===== src/rtl/oled_page_framebuffer_assert.svh =====
// Assertion macros used by the framebuffer top level.
`ifndef OLED_PAGE_FRAMEBUFFER_ASSERT_SVH
`define OLED_PAGE_FRAMEBUFFER_ASSERT_SVH

// Consequent must hold in the same cycle as the antecedent.
`define OFB_ASSERT_SAME(label, c, r, ante, cons) \
    label: assert property (@(posedge c) disable iff (!r) (ante) |-> (cons)) \
        else $error("ofb: same-cycle check failed");

// Consequent must hold in the cycle after the antecedent.
`define OFB_ASSERT_NEXT(label, c, r, ante, cons) \
    label: assert property (@(posedge c) disable iff (!r) (ante) |=> (cons)) \
        else $error("ofb: next-cycle check failed");

`endif


===== src/rtl/ofb_pkg.sv =====
`timescale 1ns / 1ps
// ----------------------------------------------------------------------------
// ofb_pkg
// Types, constants and codes of the page-organized OLED frame store.
// ----------------------------------------------------------------------------
package ofb_pkg;

    localparam int COLUMNS    = 128;
    localparam int PAGES      = 8;
    localparam int ROWS       = PAGES * 8;
    localparam int COL_W      = $clog2(COLUMNS);
    localparam int ROW_W      = $clog2(ROWS);
    localparam int PAGE_W     = (PAGES > 1) ? $clog2(PAGES) : 1;
    localparam int SLOT_W     = $clog2(COLUMNS + 3);
    localparam int FIFO_DEPTH = 4;
    localparam int FIFO_PTR_W = $clog2(FIFO_DEPTH);
    localparam int FIFO_CNT_W = $clog2(FIFO_DEPTH + 1);

    // panel stream command bytes
    localparam logic [7:0] PAGE_CMD_BASE = 8'hB0;
    localparam logic [7:0] COL_LOW_CMD   = 8'h00;
    localparam logic [7:0] COL_HIGH_CMD  = 8'h10;

    // positions within one page of the refresh stream
    localparam int SLOT_PAGE   = 0;
    localparam int SLOT_COL_LO = 1;
    localparam int SLOT_COL_HI = 2;
    localparam int SLOT_DATA0  = 3;

    typedef enum logic [2:0] {
        CMD_POINT     = 3'd0,
        CMD_PIC_START = 3'd1,
        CMD_PIC_BYTE  = 3'd2,
        CMD_CLEAR     = 3'd3,
        CMD_REFRESH   = 3'd4
    } cmd_t;

    typedef enum logic [1:0] {
        OP_WRITE    = 2'd0,
        OP_CLEAR    = 2'd1,
        OP_CMD_BYTE = 2'd2,
        OP_DATA     = 2'd3
    } op_kind_t;

    typedef enum logic [1:0] {
        BK_IDLE   = 2'd0,
        BK_MODIFY = 2'd1,
        BK_EMIT   = 2'd2
    } back_state_t;

    typedef struct packed {
        logic [2:0] cmd;
        logic [6:0] x;
        logic [5:0] y;
        logic [7:0] pic_width;
        logic [6:0] pic_height;
        logic [7:0] bits;
        logic       mode;
    } req_t;

    typedef struct packed {
        logic [7:0] out_byte;
        logic       is_data;
        logic       frame_end;
    } res_t;

    // work item passed from the front to the back
    typedef struct packed {
        op_kind_t          kind;
        logic [COL_W-1:0]  col;
        logic [ROW_W-1:0]  row;
        logic [7:0]        value;   // pixel bits, or the command byte
        logic [7:0]        mask;
        logic [PAGE_W-1:0] page;
        logic              last;
    } op_t;

    typedef struct packed {
        logic busy;
    } back_status_t;

endpackage


===== src/rtl/ofb_fifo.sv =====
`timescale 1ns / 1ps
// ----------------------------------------------------------------------------
// ofb_fifo
// Short queue of store operations between the front and the back.
// ----------------------------------------------------------------------------
module ofb_fifo (
    input  logic         clk,
    input  logic         rst_n,
    input  logic         push,
    input  ofb_pkg::op_t push_op,
    input  logic         pop,
    output ofb_pkg::op_t head,
    output logic         full,
    output logic         empty
);

    ofb_pkg::op_t                   slot_reg [ofb_pkg::FIFO_DEPTH];
    logic [ofb_pkg::FIFO_PTR_W-1:0] wr_ptr_reg, wr_ptr_next;
    logic [ofb_pkg::FIFO_PTR_W-1:0] rd_ptr_reg, rd_ptr_next;
    logic [ofb_pkg::FIFO_CNT_W-1:0] count_reg, count_next;

    localparam logic [ofb_pkg::FIFO_PTR_W-1:0] PTR_LAST =
        ofb_pkg::FIFO_PTR_W'(ofb_pkg::FIFO_DEPTH - 1);

    assign full  = count_reg == ofb_pkg::FIFO_CNT_W'(ofb_pkg::FIFO_DEPTH);
    assign empty = count_reg == '0;
    assign head  = slot_reg[rd_ptr_reg];

    always_comb
    begin
        wr_ptr_next = wr_ptr_reg;
        rd_ptr_next = rd_ptr_reg;
        count_next  = count_reg;
        if (push)
        begin
            wr_ptr_next = (wr_ptr_reg == PTR_LAST) ? '0 : wr_ptr_reg + 1'b1;
        end
        if (pop)
        begin
            rd_ptr_next = (rd_ptr_reg == PTR_LAST) ? '0 : rd_ptr_reg + 1'b1;
        end
        if (push && !pop)
        begin
            count_next = count_reg + 1'b1;
        end
        else if (pop && !push)
        begin
            count_next = count_reg - 1'b1;
        end
    end

    always_ff @(posedge clk or negedge rst_n)
    begin
        if (!rst_n)
        begin
            wr_ptr_reg <= '0;
            rd_ptr_reg <= '0;
            count_reg  <= '0;
        end
        else
        begin
            wr_ptr_reg <= wr_ptr_next;
            rd_ptr_reg <= rd_ptr_next;
            count_reg  <= count_next;
        end
    end

    always_ff @(posedge clk)
    begin
        if (push)
        begin
            slot_reg[wr_ptr_reg] <= push_op;
        end
    end

endmodule


===== config.mk =====
export PLATFORM = sky130hd
export DESIGN_NAME = ofb_fifo
export DESIGN_NICKNAME = d
export VERILOG_FILES = /design/src/rtl/oled_page_framebuffer_assert.svh /design/src/rtl/ofb_pkg.sv /design/src/rtl/ofb_fifo.sv
export SDC_FILE = /design/constraint.sdc
export NUM_CORES = 1
export LEC_CHECK = 0
export BUFFER_PORTS_ARGS = -buffer_cell sky130_fd_sc_hd__buf_4
export CAP_MARGIN = 25
export CELL_PAD_IN_SITES_DETAIL_PLACEMENT = 0
export CELL_PAD_IN_SITES_GLOBAL_PLACEMENT = 1
export CORE_ASPECT_RATIO = 1.4
export CORE_MARGIN = 10
export CORE_UTILIZATION = 54
export CTS_CLUSTER_DIAMETER = 120
export DETAILED_ROUTE_END_ITERATION = 8
export GPL_ROUTABILITY_DRIVEN = 0
export HOLD_SLACK_MARGIN = 0.12
export PLACE_DENSITY = 0.89
export SYNTH_ARGS = -nofsm -noshare
export SYNTH_HDL_FRONTEND = slang
export SYNTH_SLANG_ARGS = --single-unit

===== constraint.sdc =====
create_clock -name clk -period 6.13 [get_ports clk]
set_clock_uncertainty 0.15 [all_clocks]
set_input_delay 1.226 -clock clk [delete_from_list [all_inputs] [get_ports clk]]
set_output_delay 1.226 -clock clk [all_outputs]
set_load 0.05 [all_outputs]

Word level (Yosys, flattened, before mapping):

Memory sizes are Yosys's and may differ from the RTL's.
Cells that the tools add are included.

* flip-flop bits (word level): 7
* bits in writable memories: 140
* bits in read-only memories: 0
* bits in latches: 0
* input bits: 39
* memories kept: 1

* order comparisons: 0
* equality and inequality tests: 3
* shift-type cells: 0
* bitwise operators: 0
* reductions and logical operators: 6
* $add $sub $neg: 4
* multiply operators: 0
* divide/modulo/power cells: 0
* muxes and demuxes: 6

Memories
* slot_reg: depth 4, bits a word 35, read ports 1, clocked after Yosys merged registers in 0, wr ports 1, RTL line ofb_fifo.sv:17 `ofb_pkg::op_t slot_reg [ofb_pkg::FIFO_DEPTH];`

Operator list (count)
* $mux W3: 2
* $add A2 B1 Y2 const B: 2
* $eq A2 B2 Y1 const B: 2
* $mux W2: 2
* $add A3 B1 Y3 const B: 1
* $eq A3 B3 Y1 const B: 1
* $logic_not A3 Y1: 1
* $sub A3 B1 Y3 const B: 1
* $logic_and A1 B1 Y1: 2
* $logic_not A1 Y1: 2
* $mux W1: 2
* $reduce_bool A2 Y1: 1

Longest topological paths before layout:

* depth after elaboration: 4
* depth in mapped cells: 7
* gate-level depth less buffers: 7

Least setup slack after synthesis:

No wires, ideal clock.

* path type: register to output
* start point: reg count_reg[0] (netlist bit)
* end point: out full
* path slack: 3155 ps
* stages on the path, launching flop included: 2
* arrival: 1599 ps
* required time: 4754 ps
* cells stage by stage: dfrtp_1 > nor3b_1

* cells in the longest elaborated chain, start to end: 1

Ends and longest elaborated chain
* start: declaration: RTL line ofb_fifo.sv:20 `logic [ofb_pkg::FIFO_CNT_W-1:0] count_reg, count_next;`
* start signal: assignment: RTL line ofb_fifo.sv:64 `count_reg <= count_next;`
* $eq A3 B3 Y1: RTL line ofb_fifo.sv:25 `assign full = count_reg == ofb_pkg::FIFO_CNT_W'(ofb_pkg::FIFO_DEPTH);`
* end: declaration: RTL line ofb_fifo.sv:13 `output logic full,`

No other way between the ends.

==> results.cfg <==
[critical_path]
cp-end-kind = output port
critPathTopFamily = buffers and inverters
cpPeakStageDelay_ps = 630
critPathBufInv = 2
start_kind = register
worstReg2RegEnd = slot_reg[2][14]
required_ps = 4750
crit_fanout = 24
crit_path_top_delay_cell = dfrtp_2
reg2reg_slack_ps = 4130
crit_arrival_ps = 2370
crit_path_frequent_cell = buf_4
reg2reg_depth = 3
crit_chain = buf_4 > mux4_2 > buf_4
r2r-start = wr_ptr_reg[0]
crit_type = reg2out

[cts]
numCtsBuffers = 17
clk_pin_slew_ps = 60
ctsResizeCount = 0
postCtsSetupBuffers = 0
clk_latency_ps = 400
cts-htree-levels = 4
cts_tree = yes
cts_sinks = 147
clock-root-buffer = clkbuf_16
cts_buffer_depth = 2
hold_buffers = 0

[cells_and_area]
syn2layout_area_growth_pct = 22.16
drive_gt1_frac = 0.4469
final_util = 0.6777
largest_register_ffs = 140
n_antenna_cell = 0
layout.nets = 353
num-fill-cells = 620
stdcell_count = 455

[drt]
route.detailed.drc = 0
wl_um = 9722
drt_first_pass_iters = 4
vias = 2461
first_iter_violations = 101
antenna_left = 0
via_per_inst = 5.409
wl_per_cell_um = 21.37

[floorplan]
die_area_um2 = 14730
core_um2 = 9953
rows = 43
chipWidth_um = 105.5
start_util = 0.5547
die_y_um = 139.6
ioPinCount = 76

[grt]
grt_pass1_vias = 2715
grt.total_usage = 0.1381
antenna_found_initial = 0
grt_pass1_wl_um = 15390
grt_max_degree = 38
grt_overflow_total = 0

[synthesis]
ys_ff_latch = 147
synth_top_area_frac = 0.7614
yosys_warnings = 0
synthDistinctLibCells = 19
yosysSeqAreaShare = 0.7931
synthesis.nets = 266
synth_area_leaders = edfxtp_1, mux4_2, mux4_1, dfrtp_1, ha_1
synth_top_cell_by_area = edfxtp_1
synth.cell_area_um2 = 5522
syn_avg_cell_area_um2 = 25.10
syn_inst = 220

[hold_path]
min_from = count_reg[2]
hold_end = count_reg[2]
whs_path_depth = 1
hold_class = reg2reg

[run]
cap_violations = 0

[sta]
final-max-slew-violation-count = 0
hold_violations = 0
setup_ws_ps = 2386
max_freq_ghz = 0.2671
fin_crit_ps = 3744
setup_viol = 0
rsz0062_at_grt = false
fin_setup_tns_ps = 0
fin_crit_sh = 0.6107
tightest_slew_ps = 964.1
slew_headroom = 0.3573

[placed_design]
place_inst = 423
portBuffers = 75
pre_cts_slack_ps = 2759
dp_hpwl_um = 5816

[power]
irDropWorstVdd_v = 0.0003482
p_leak_uw = 0.002369
finalPower_uw = 3716
power.density_nw_per_um2 = 550.9

[status]
outcome = finished clean
==> kinds of logic (layout without fill, tap and decap cells) <==
group / after synthesis / count (layout) / share of synthesized area
compound gates: 2 / 2 / 0.001813
xor+xnor: 3 / 3 / 0.004760
fa+ha+maj: 7 / 7 / 0.01722
buf+inv: 12 / 112 / 0.01926
flops: 147 / 147 / 0.7931
mux: 38 / 38 / 0.1536
simple gates: 11 / 11 / 0.01020
==> placed cells by master (no fill, tap or decap), types with 2 or more instances in the layout <==
| cell | instances |
|---|---|
| xor2_1 | 2 |
| clkinv_2 | 4 |
| clkbuf_16 | 17 |
| nand2_1 | 2 |
| clkinvlp_4 | 5 |
| dfrtp_2 | 2 |
| buf_4 | 76 |
| ha_1 | 6 |
| inv_1 | 4 |
| nor2_1 | 3 |
| dfrtp_1 | 5 |
| clkbuf_1 | 2 |
| mux4_2 | 28 |
| mux2_2 | 3 |
| edfxtp_1 | 140 |
| bufinv_16 | 2 |
| and2_2 | 4 |
| mux4_1 | 7 |
| o21ai_0 | 2 |
==> worst max path at each step <==
stage	from	endpoint	depth (start not counted)	slack, ps
finish	rd_ptr_reg[0]	head[9]	3	2390
global placement	rd_ptr_reg[0]	head[8]	3	2780
global route	rd_ptr_reg[0]	head[9]	3	2230
CTS	rd_ptr_reg[0]	head[9]	3	2320
detailed placement	rd_ptr_reg[0]	head[1]	3	2760
floorplan	count_reg[0]	full	1	3150
==> per-stage QoR <==
step	cell area, µm²	hold WS, ps
after floorplan	5522	306.3
after global placement	6177	322.1
after detailed placement	6177	330.3
after CTS	6745	341.5
after global routing	6745	366.9
final	6745	337.7
==> cell type report <==
| type | count | area [µm²] | share of cell area |
|---|---|---|---|
| Clock buffer | 19 | 432.9 | 0.06418 |
| Clock inverter | 13 | 135.1 | 0.02003 |
| Inverter | 4 | 15.01 | 0.002226 |
| Multi-Input combinational cell | 61 | 1041 | 0.1543 |
| Sequential cell | 147 | 4382 | 0.6496 |
| Tap cell | 135 | 168.9 | 0.02504 |
| Timing Repair Buffer | 76 | 570.5 | 0.08459 |
==> cell usage after synthesis <==
| cell | instances |
|---|---|
| and2_1 | 4 |
| o21ai_0 | 2 |
| fa_1 | 1 |
| edfxtp_1 | 140 |
| buf_2 | 4 |
| buf_12 | 3 |
| buf_6 | 1 |
| nor3_1 | 1 |
| xnor2_1 | 1 |
| nor3b_1 | 1 |
| mux4_2 | 28 |
| mux4_1 | 7 |
| xor2_1 | 2 |
| ha_1 | 6 |
| dfrtp_1 | 7 |
| mux2_2 | 3 |
| nor2_1 | 3 |
| inv_1 | 4 |
| nand2_1 | 2 |
==> power by group <==
part / internal, µW / switching [µW] / leakage [µW]
Combinational: 476 / 849 / 0.000737
Sequential: 1300 / 121 / 0.00137
Clock: 597 / 376 / 0.000265
Total: 2370 / 1350 / 0.00237
==> routing by layer <==
layer / vias to the layer above / track usage / routed length (µm)
met4: 0 / 0.06739 / 231
li1: 1100 / - / -
met2: 81 / 0.2263 / 5115
met1: 1265 / 0.1551 / 3821
met5: - / 0 / 0
met3: 15 / 0.05129 / 553
(Power assumes the default switching activity.)
