**config.mk**
```make
export PLATFORM = sky130hd
export DESIGN_NAME = ofb_front
export DESIGN_NICKNAME = d
export VERILOG_FILES = /design/src/rtl/oled_page_framebuffer_assert.svh /design/src/rtl/ofb_pkg.sv /design/src/rtl/ofb_front.sv
export SDC_FILE = /design/constraint.sdc
export NUM_CORES = 1
export LEC_CHECK = 0
export ABC_AREA = 0
export ABC_CLOCK_PERIOD_IN_PS = 2700
export BUFFER_PORTS_ARGS = -buffer_cell sky130_fd_sc_hd__buf_4
export CORE_UTILIZATION = 35
export CTS_CLUSTER_DIAMETER = 30
export CTS_CLUSTER_SIZE = 14
export DETAILED_ROUTE_END_ITERATION = 8
export PLACE_DENSITY_LB_ADDON = 0.12
export SYNTH_ARGS = -nofsm -noshare
export SYNTH_HDL_FRONTEND = slang
export SYNTH_SLANG_ARGS = --single-unit
```
**constraint.sdc**
```tcl
create_clock -name clk -period 2.7 [get_ports clk]
set_input_delay 0.27 -clock clk [delete_from_list [all_inputs] [get_ports clk]]
set_output_delay 0.27 -clock clk [all_outputs]
set_load 0.01 [all_outputs]
```
**src/rtl/oled_page_framebuffer_assert.svh**
```systemverilog
// Assertion macros used by the framebuffer top level.
`ifndef OLED_PAGE_FRAMEBUFFER_ASSERT_SVH
`define OLED_PAGE_FRAMEBUFFER_ASSERT_SVH

// Consequent must hold in the same cycle as the antecedent.
`define OFB_ASSERT_SAME(label, c, r, ante, cons) \
    label: assert property (@(posedge c) disable iff (!r) (ante) |-> (cons)) \
        else $error("ofb: same-cycle check failed");

// Consequent must hold in the cycle after the antecedent.
`define OFB_ASSERT_NEXT(label, c, r, ante, cons) \
    label: assert property (@(posedge c) disable iff (!r) (ante) |=> (cons)) \
        else $error("ofb: next-cycle check failed");

`endif

```
**src/rtl/ofb_pkg.sv**
```systemverilog
`timescale 1ns / 1ps
// ----------------------------------------------------------------------------
// ofb_pkg
// Types, constants and codes of the page-organized OLED frame store.
// ----------------------------------------------------------------------------
package ofb_pkg;

    localparam int COLUMNS    = 128;
    localparam int PAGES      = 8;
    localparam int ROWS       = PAGES * 8;
    localparam int COL_W      = $clog2(COLUMNS);
    localparam int ROW_W      = $clog2(ROWS);
    localparam int PAGE_W     = (PAGES > 1) ? $clog2(PAGES) : 1;
    localparam int SLOT_W     = $clog2(COLUMNS + 3);
    localparam int FIFO_DEPTH = 4;
    localparam int FIFO_PTR_W = $clog2(FIFO_DEPTH);
    localparam int FIFO_CNT_W = $clog2(FIFO_DEPTH + 1);

    // panel stream command bytes
    localparam logic [7:0] PAGE_CMD_BASE = 8'hB0;
    localparam logic [7:0] COL_LOW_CMD   = 8'h00;
    localparam logic [7:0] COL_HIGH_CMD  = 8'h10;

    // positions within one page of the refresh stream
    localparam int SLOT_PAGE   = 0;
    localparam int SLOT_COL_LO = 1;
    localparam int SLOT_COL_HI = 2;
    localparam int SLOT_DATA0  = 3;

    typedef enum logic [2:0] {
        CMD_POINT     = 3'd0,
        CMD_PIC_START = 3'd1,
        CMD_PIC_BYTE  = 3'd2,
        CMD_CLEAR     = 3'd3,
        CMD_REFRESH   = 3'd4
    } cmd_t;

    typedef enum logic [1:0] {
        OP_WRITE    = 2'd0,
        OP_CLEAR    = 2'd1,
        OP_CMD_BYTE = 2'd2,
        OP_DATA     = 2'd3
    } op_kind_t;

    typedef enum logic [1:0] {
        BK_IDLE   = 2'd0,
        BK_MODIFY = 2'd1,
        BK_EMIT   = 2'd2
    } back_state_t;

    typedef struct packed {
        logic [2:0] cmd;
        logic [6:0] x;
        logic [5:0] y;
        logic [7:0] pic_width;
        logic [6:0] pic_height;
        logic [7:0] bits;
        logic       mode;
    } req_t;

    typedef struct packed {
        logic [7:0] out_byte;
        logic       is_data;
        logic       frame_end;
    } res_t;

    // work item passed from the front to the back
    typedef struct packed {
        op_kind_t          kind;
        logic [COL_W-1:0]  col;
        logic [ROW_W-1:0]  row;
        logic [7:0]        value;   // pixel bits, or the command byte
        logic [7:0]        mask;
        logic [PAGE_W-1:0] page;
        logic              last;
    } op_t;

    typedef struct packed {
        logic busy;
    } back_status_t;

endpackage

```
**src/rtl/ofb_front.sv**
```systemverilog
`timescale 1ns / 1ps
// ----------------------------------------------------------------------------
// ofb_front
// Accepts requests, tracks the picture cursor and refresh position, and
// turns each request into at most one store operation.
// ----------------------------------------------------------------------------
module ofb_front (
    input  logic          clk,
    input  logic          rst_n,
    input  logic          req_valid,
    input  ofb_pkg::req_t req,
    input  logic          fifo_full,
    output logic          push,
    output ofb_pkg::op_t  op
);

    logic [6:0]                 pic_origin_x_reg, pic_origin_x_next;
    logic [6:0]                 pic_row_reg, pic_row_next;
    logic [7:0]                 pic_column_reg, pic_column_next;
    logic [7:0]                 pic_cols_reg, pic_cols_next;
    logic [3:0]                 pic_bands_reg, pic_bands_next;
    logic                       pic_mode_reg, pic_mode_next;
    logic [ofb_pkg::PAGE_W-1:0] refresh_page_reg, refresh_page_next;
    logic [ofb_pkg::SLOT_W-1:0] refresh_slot_reg, refresh_slot_next;

    logic       accept;
    logic       point_ok;
    logic [8:0] col_sum;
    logic       pic_ok;
    logic [7:0] column_inc;
    logic [7:0] row_step;
    logic [6:0] row_sat;
    logic [7:0] band_sum;
    logic [4:0] bands_raw;
    logic [3:0] bands;
    logic       slot_last;
    logic       page_last;

    assign accept     = req_valid && !fifo_full;
    assign point_ok   = (9'(req.x) < 9'(ofb_pkg::COLUMNS)) && (7'(req.y) < 7'(ofb_pkg::ROWS));
    assign col_sum    = 9'(pic_origin_x_reg) + 9'(pic_column_reg);
    assign pic_ok     = (col_sum < 9'(ofb_pkg::COLUMNS)) && (pic_row_reg < 7'(ofb_pkg::ROWS));
    assign column_inc = pic_column_reg + 8'd1;
    assign row_step   = 8'(pic_row_reg) + 8'd8;
    assign row_sat    = (row_step > 8'd127) ? 7'd127 : row_step[6:0];
    assign band_sum   = 8'(req.pic_height) + 8'd7;
    assign bands_raw  = band_sum[7:3];
    assign bands      = (req.pic_width == 8'd0) ? 4'd0 :
                        (bands_raw > 5'd15)     ? 4'd15 : bands_raw[3:0];
    assign slot_last  = refresh_slot_reg == ofb_pkg::SLOT_W'(ofb_pkg::COLUMNS + 2);
    assign page_last  = refresh_page_reg == ofb_pkg::PAGE_W'(ofb_pkg::PAGES - 1);

    always_comb
    begin
        pic_origin_x_next = pic_origin_x_reg;
        pic_row_next      = pic_row_reg;
        pic_column_next   = pic_column_reg;
        pic_cols_next     = pic_cols_reg;
        pic_bands_next    = pic_bands_reg;
        pic_mode_next     = pic_mode_reg;
        refresh_page_next = refresh_page_reg;
        refresh_slot_next = refresh_slot_reg;
        push              = 1'b0;
        op                = '0;
        if (accept)
        begin
            unique case (req.cmd)
                ofb_pkg::CMD_POINT:
                begin
                    op.kind  = ofb_pkg::OP_WRITE;
                    op.col   = ofb_pkg::COL_W'(req.x);
                    op.row   = ofb_pkg::ROW_W'(req.y);
                    op.value = {7'd0, req.mode};
                    op.mask  = 8'h01;
                    push     = point_ok;
                end
                ofb_pkg::CMD_PIC_START:
                begin
                    pic_origin_x_next = req.x;
                    pic_row_next      = 7'(req.y);
                    pic_column_next   = 8'd0;
                    pic_cols_next     = req.pic_width;
                    pic_bands_next    = bands;
                    pic_mode_next     = req.mode;
                end
                ofb_pkg::CMD_PIC_BYTE:
                begin
                    if (pic_bands_reg != 4'd0)
                    begin
                        // rows past the bottom fall off in the back's shift
                        op.kind  = ofb_pkg::OP_WRITE;
                        op.col   = ofb_pkg::COL_W'(col_sum);
                        op.row   = ofb_pkg::ROW_W'(pic_row_reg);
                        op.value = pic_mode_reg ? req.bits : ~req.bits;
                        op.mask  = 8'hFF;
                        push     = pic_ok;
                        if (column_inc == pic_cols_reg)
                        begin
                            pic_column_next = 8'd0;
                            pic_row_next    = row_sat;
                            pic_bands_next  = pic_bands_reg - 4'd1;
                        end
                        else
                        begin
                            pic_column_next = column_inc;
                        end
                    end
                end
                ofb_pkg::CMD_CLEAR:
                begin
                    op.kind = ofb_pkg::OP_CLEAR;
                    push    = 1'b1;
                end
                ofb_pkg::CMD_REFRESH:
                begin
                    push = 1'b1;
                    priority if (refresh_slot_reg == ofb_pkg::SLOT_W'(ofb_pkg::SLOT_PAGE))
                    begin
                        op.kind  = ofb_pkg::OP_CMD_BYTE;
                        op.value = ofb_pkg::PAGE_CMD_BASE + 8'(refresh_page_reg);
                    end
                    else if (refresh_slot_reg == ofb_pkg::SLOT_W'(ofb_pkg::SLOT_COL_LO))
                    begin
                        op.kind  = ofb_pkg::OP_CMD_BYTE;
                        op.value = ofb_pkg::COL_LOW_CMD;
                    end
                    else if (refresh_slot_reg == ofb_pkg::SLOT_W'(ofb_pkg::SLOT_COL_HI))
                    begin
                        op.kind  = ofb_pkg::OP_CMD_BYTE;
                        op.value = ofb_pkg::COL_HIGH_CMD;
                    end
                    else
                    begin
                        op.kind = ofb_pkg::OP_DATA;
                        op.col  = ofb_pkg::COL_W'(refresh_slot_reg
                                  - ofb_pkg::SLOT_W'(ofb_pkg::SLOT_DATA0));
                        op.page = refresh_page_reg;
                        op.last = slot_last && page_last;
                    end
                    if (slot_last)
                    begin
                        refresh_slot_next = '0;
                        refresh_page_next = page_last ? '0 : refresh_page_reg + 1'b1;
                    end
                    else
                    begin
                        refresh_slot_next = refresh_slot_reg + 1'b1;
                    end
                end
                default:
                begin
                    push = 1'b0;
                end
            endcase
        end
    end

    always_ff @(posedge clk or negedge rst_n)
    begin
        if (!rst_n)
        begin
            pic_origin_x_reg <= '0;
            pic_row_reg      <= '0;
            pic_column_reg   <= '0;
            pic_cols_reg     <= '0;
            pic_bands_reg    <= '0;
            pic_mode_reg     <= 1'b1;
            refresh_page_reg <= '0;
            refresh_slot_reg <= '0;
        end
        else
        begin
            pic_origin_x_reg <= pic_origin_x_next;
            pic_row_reg      <= pic_row_next;
            pic_column_reg   <= pic_column_next;
            pic_cols_reg     <= pic_cols_next;
            pic_bands_reg    <= pic_bands_next;
            pic_mode_reg     <= pic_mode_next;
            refresh_page_reg <= refresh_page_next;
            refresh_slot_reg <= refresh_slot_next;
        end
    end

endmodule

```
; ---- After elaboration in Yosys (flattened, before gate mapping)
; Index checks and enable logic that the tools add are counted.
[word_totals]
ff_bits = 46
latch_bits = 0
ram_bits = 0
mem_bits_ro = 0
inputBits = 44
elab_cells = 86
mem_count = 0
[classes]
n_addsub = 9
n_mul = 0
div = 0
order_cmp = 4
eq_ne = 11
n_shift = 0
n_mux = 38
n_bitwise = 1
n_reduce_logical = 15
[ops]
columns = cell, count
row1 = two-way mux 7 bit, 6
row2 = two-way mux 8 bit, 5
row3 = two-way mux 35 bit, 1
row4 = two-way mux 4 bit, 8
row5 = case mux 8 bit (2 select lines), 2
row6 = two-way mux 29 bit, 1
row7 = case mux 8 bit (3 select lines), 1
row8 = case mux 7 bit (3 select lines), 1
row9 = adder 8 x 1 -> 8 bit (second input constant), 2
row10 = logical NOT 8 bit, 2
row11 = case mux 7 bit (2 select lines), 1
row12 = case mux 6 bit (2 select lines), 1
row13 = two-way mux 5 bit, 2
row14 = adder 7 x 8 -> 9 bit, 1
row15 = < comparator 9 x 8 -> 1 bit (second input constant), 1
row16 = adder 7 x 3 -> 8 bit (second input constant), 1
row17 = adder 7 x 4 -> 8 bit (second input constant), 1
row18 = adder 8 x 3 -> 8 bit (first input constant), 1
row19 = == test 8 x 1 -> 1 bit (second input constant), 1
row20 = == test 8 x 2 -> 1 bit (second input constant), 1
row21 = == test 8 bit, 1
row22 = == test 8 bit (second input constant), 1
row23 = greater-than comparator 8 x 7 -> 1 bit (second input constant), 1
row24 = NOT 8 bit, 1
row25 = other kinds (24), 34

; ---- Logic depth before layout (Yosys ltp)
[logic_depth]
depth_word = 7
depth_mapped = 9
depth_no_buf = 9

; ---- Worst setup path after synthesis
; Ideal clock, no wire load.
[synth_path]
path_kind = reg-to-output
startpoint = register pic_column_reg[0]
endpoint = output port op[32] in the netlist's numbering
arrival_ps = 2097
setup_slack_ps = 333
stages_incl_launch_ff = 9
path_buffers = 0
cell_sequence = dfrtp_1 > ha_1 > fa_1 > a21o_1 > a21oi_1 > o21ai_0 > xor2_1 > a222oi_1 > nor2_1
[synth_lines]
columns = element, line_no
row1 = from (decl), ofb_front.sv:19  ; logic [7:0] pic_column_reg, pic_column_next;
row2 = from (signal assigned), ofb_front.sv:175  ; pic_column_reg <= pic_column_next;
row3 = to (decl), ofb_front.sv:14  ; output ofb_pkg::op_t op

==> impl_summary.md <==
Placement
The final weighted congestion of routability-driven global placement is 0.828. The number of I/O port buffers is 79. Summed over all nets, the half-perimeter wirelength after detailed placement is 7260 um.

OpenSTA, run right after detailed placement, puts the worst setup slack at 0.207 ns.

GRT
The total overflow reported by the global router is 0. Entering global routing, the biggest net connects 47 pins. The all-layer global routing usage is 18.8%.

The via count of the first global-routing pass is 3024. The initial antenna violation count is 0. The first global-routing pass estimated 15300 um of wire.

Floorplan
The vertical extent of the die is 102 um. The chip width is 102 um. During I/O placement, the number of pins put on the boundary was 80. The die covers 10500 um2. The area of the placeable core is 9770 um2. The initial core utilization is 36.0%. Row generation in the floorplan step produced 36 rows.

Worst setup path
Broken down by cell family, the worst path's largest delay share belongs to compound AO/OA/AOI/OAI gates. Traced cell by cell, the critical path runs through ha_4 > fa_2 > a21o_1 > a21oi_2 > o21ai_1 > xor2_1 > a222oi_1 > nor2_1 > buf_4. The classification of the worst setup path is reg -> out.

The arrival time at the worst endpoint is 2.41 ns. The type of origin of the critical path is a flop. The delay of the slowest cell on the worst path is 0.42 ns. In this run the worst path has a maximum fanout of 2. The number of buffers and inverters on the critical path is 1.

The element type at the critical path end is an output port. The required time at the endpoint of the critical path is 2.43 ns. On the critical path, the stage with the largest delay is an instance of sky130_fd_sc_hd__dfrtp_1.

Synth
Synthesis inferred 46 register bits. The synthesized instance count is 388. The synthesized netlist net count is 449.

The dominant synthesized flop cell is sky130_fd_sc_hd__dfrtp_1. Averaged over all synthesized cells, the footprint is 9.06 um2. In the synthesized netlist the async set-or-reset flop fraction comes to 100%.

The area of the mapped netlist is 3520 um2. The synthesis warning total is 0. In this run, distinct cell masters in the synthesized netlist total 71. The sequential fraction of the synthesis area is 32.8%.

The count of flip-flops with a built-in enable after synthesis is 0.

Route
Once detail routing completed, the nets flagged for antenna violations numbered 0. The length of the first detailed-routing pass in iterations is 4. In the routed design, unresolved DRC markers number 0. The detail-routed net length per standard cell is 16.0 um.

The routed layout has 3237 vias. The wire length after detailed routing is 9660 um. The detailed router finished its first iteration with 198 violations.

The average vias per placed instance is 5.37.

Timing
Adding up every negative setup slack in the final design gives 0 ns. Setup repair after global routing could not meet its margin everywhere. For this run, the top clock speed supported by timing is 373 MHz. The final number of hold-violating endpoints is 0. Setup violations remaining at the end of the flow were counted as 0.

At the pin with the least slew margin, the transition time is 0.851 ns. The relative slew slack is 43.1%. Setup slack closes at 0.0160 ns. The clock arrives with 0.0104 ns of skew.

The total count of max-transition violations in the final report is 0. The clock period minus final worst setup slack is 2.68 ns. Dividing the final minimum period by the clock period gives 99.4%.

Clocking
The clock tree from TritonCTS is done. The clock tree synthesis step divided the H-tree into 2 levels. The clock reaches the later pin of the worst-skew pair after 0.30 ns.

The tree is rooted in a sky130_fd_sc_hd__clkbuf_8. The maximum count of clock buffers along a single path is 2. The total clock buffers created by CTS is 5. The clock slew at the register clock pins of the worst setup and hold paths is 0.10 ns. For this design, the sink count on the clock tree is 46.

Status
The run finished with clean final reports.

Final layout
The synthesis-to-layout area growth is 26.8%. After the last flow step, the layout net total stands at 530. The total inserted antenna cells is 0.

Of the cells placed in the final design, the portion with a size suffix greater than 1 is 33.0%. After filler insertion, the fill cell instance count of the layout stands at 983.

Hold path
The class of the worst hold path is in -> reg.

Pwr
The maximum VDD drop is 0.288 mV. In this run the power density over the cells is 484 nW/um2. The leakage power figure is 0.00206 uW.

Flow run
The number of maximum-capacitance constraint violations is 0.
cells in the final DEF, fill, tap and decap left out, types with 13 or more instances in the layout:
master,n
sky130_fd_sc_hd__dfrtp_1,41
sky130_fd_sc_hd__buf_4,99
sky130_fd_sc_hd__inv_1,13
sky130_fd_sc_hd__ha_1,15
sky130_fd_sc_hd__mux2_2,18
sky130_fd_sc_hd__nand3_1,16
sky130_fd_sc_hd__xnor2_1,17
sky130_fd_sc_hd__a21oi_1,21
sky130_fd_sc_hd__o21ai_0,15
sky130_fd_sc_hd__nor2_1,38
sky130_fd_sc_hd__nand2_1,18
final timing paths:
kind	from	to	slack [ns]	cells after the start
worst max-delay path	pic_origin_x_reg[0]$_DFFE_PN0P_	op[32]	0.02	9
worst min-delay path	req[22]	pic_cols_reg[6]$_DFFE_PN0P_	0.19	2
worst max register to register	pic_column_reg[0]$_DFFE_PN0P_	pic_column_reg[0]$_DFFE_PN0P_	0.12	8
worst min register to register	pic_origin_x_reg[6]$_DFFE_PN0P_	pic_origin_x_reg[6]$_DFFE_PN0P_	0.53	1
max in group asynchronous	rst_n	refresh_slot_reg[4]$_DFFE_PN0P_	1.70	2
min in group asynchronous	rst_n	refresh_page_reg[1]$_DFFE_PN0P_	0.53	2
synthesized netlist by cell type, types with 7 or more instances:
master	number	share of area [%]
sky130_fd_sc_hd__and3_1	8	1.4
sky130_fd_sc_hd__buf_2	9	1.3
sky130_fd_sc_hd__xor2_1	12	3.0
sky130_fd_sc_hd__inv_1	13	1.4
sky130_fd_sc_hd__mux2_2	18	5.8
sky130_fd_sc_hd__nor3_1	10	1.4
sky130_fd_sc_hd__a222oi_1	7	2.0
sky130_fd_sc_hd__clkbuf_1	10	1.1
sky130_fd_sc_hd__dfrtp_1	45	32
sky130_fd_sc_hd__a21oi_1	22	3.1
sky130_fd_sc_hd__nand2_1	18	1.9
sky130_fd_sc_hd__nor2_1	38	4.1
sky130_fd_sc_hd__nand3_1	16	2.3
sky130_fd_sc_hd__ha_1	16	5.7
sky130_fd_sc_hd__xnor2_1	17	4.2
sky130_fd_sc_hd__o21ai_0	16	2.3
sky130_fd_sc_hd__o22ai_1	7	1.2
sky130_fd_sc_hd__a22oi_1	9	1.9
per-stage QoR:
stage                     instance area, um2  std cells  power, uW  hold slack (ns)  util, %
after CTS                               4420        602       2170            0.184     45.2
after global routing                    4460        603       2300            0.186     45.6
after floorplan                         3520        388       1360          -0.0256        -
final                                   4460        603       2160            0.194     45.6
after global placement                  4260        590       1580            0.337     43.6
after detailed placement                4260        590       1600            0.343     43.6
worst register-to-register path, delay by kind of cell (launching register included):
family,cells,cell delay [ns]
AOI/OAI and AO/OA,3,0.72
and+or+nand+nor,1,0.36
muxes,1,0.33
adders and majority gates,1,0.31
DFF,1,0.42
xor gates and xnor gates,1,0.16
buffers and inverters,1,0.17
routing by layer:
metal | track usage [%] | routed length [um]
met1 | 27.4 | 4890
met2 | 29.7 | 4240
met3 | 2.60 | 437
met4 | 3.74 | 94
met5 | 0 | 0
report_power, final:
part / switching, uW / total [uW] / internal, uW
logic: 363 / 725 / 362
registers: 106 / 894 / 788
clock network: 260 / 538 / 278
area by class of cell:
type | count | area [um2] | area share [%]
Multi-Input combinational cell | 303 | 2220 | 49.8
Inverter | 13 | 48.8 | 1.09
Timing Repair Buffer | 100 | 753 | 16.9
Clock buffer | 5 | 68.8 | 1.54
Sequential cell | 46 | 1160 | 26.0
Clock inverter | 3 | 43.8 | 0.982
Tap cell | 133 | 166 | 3.73
repair_timing:
item | in CTS | in global routing
gates resized for setup | 6 | 7
pin swaps | 2 | 10
hold endpoints to repair | 4 | 0
endpoints found under the setup margin | 5 | 6
hold buffers | 1 | 0
buffers inserted | 3 | 1
logic make-up after synthesis:
family                   count (synthesis)  synth area share [%]
AND/OR/NAND/NOR                        129                  19.3
AO/OA/AOI/OAI                          105                  21.7
flip-flops                              46                  32.8
buffers and inverters                   39                  5.12
XOR/XNOR                                29                  7.22
multiplexers                            23                  7.65
adder cells (fa/ha/maj)                 17                  6.26
Power figures use the tool's default switching activity.
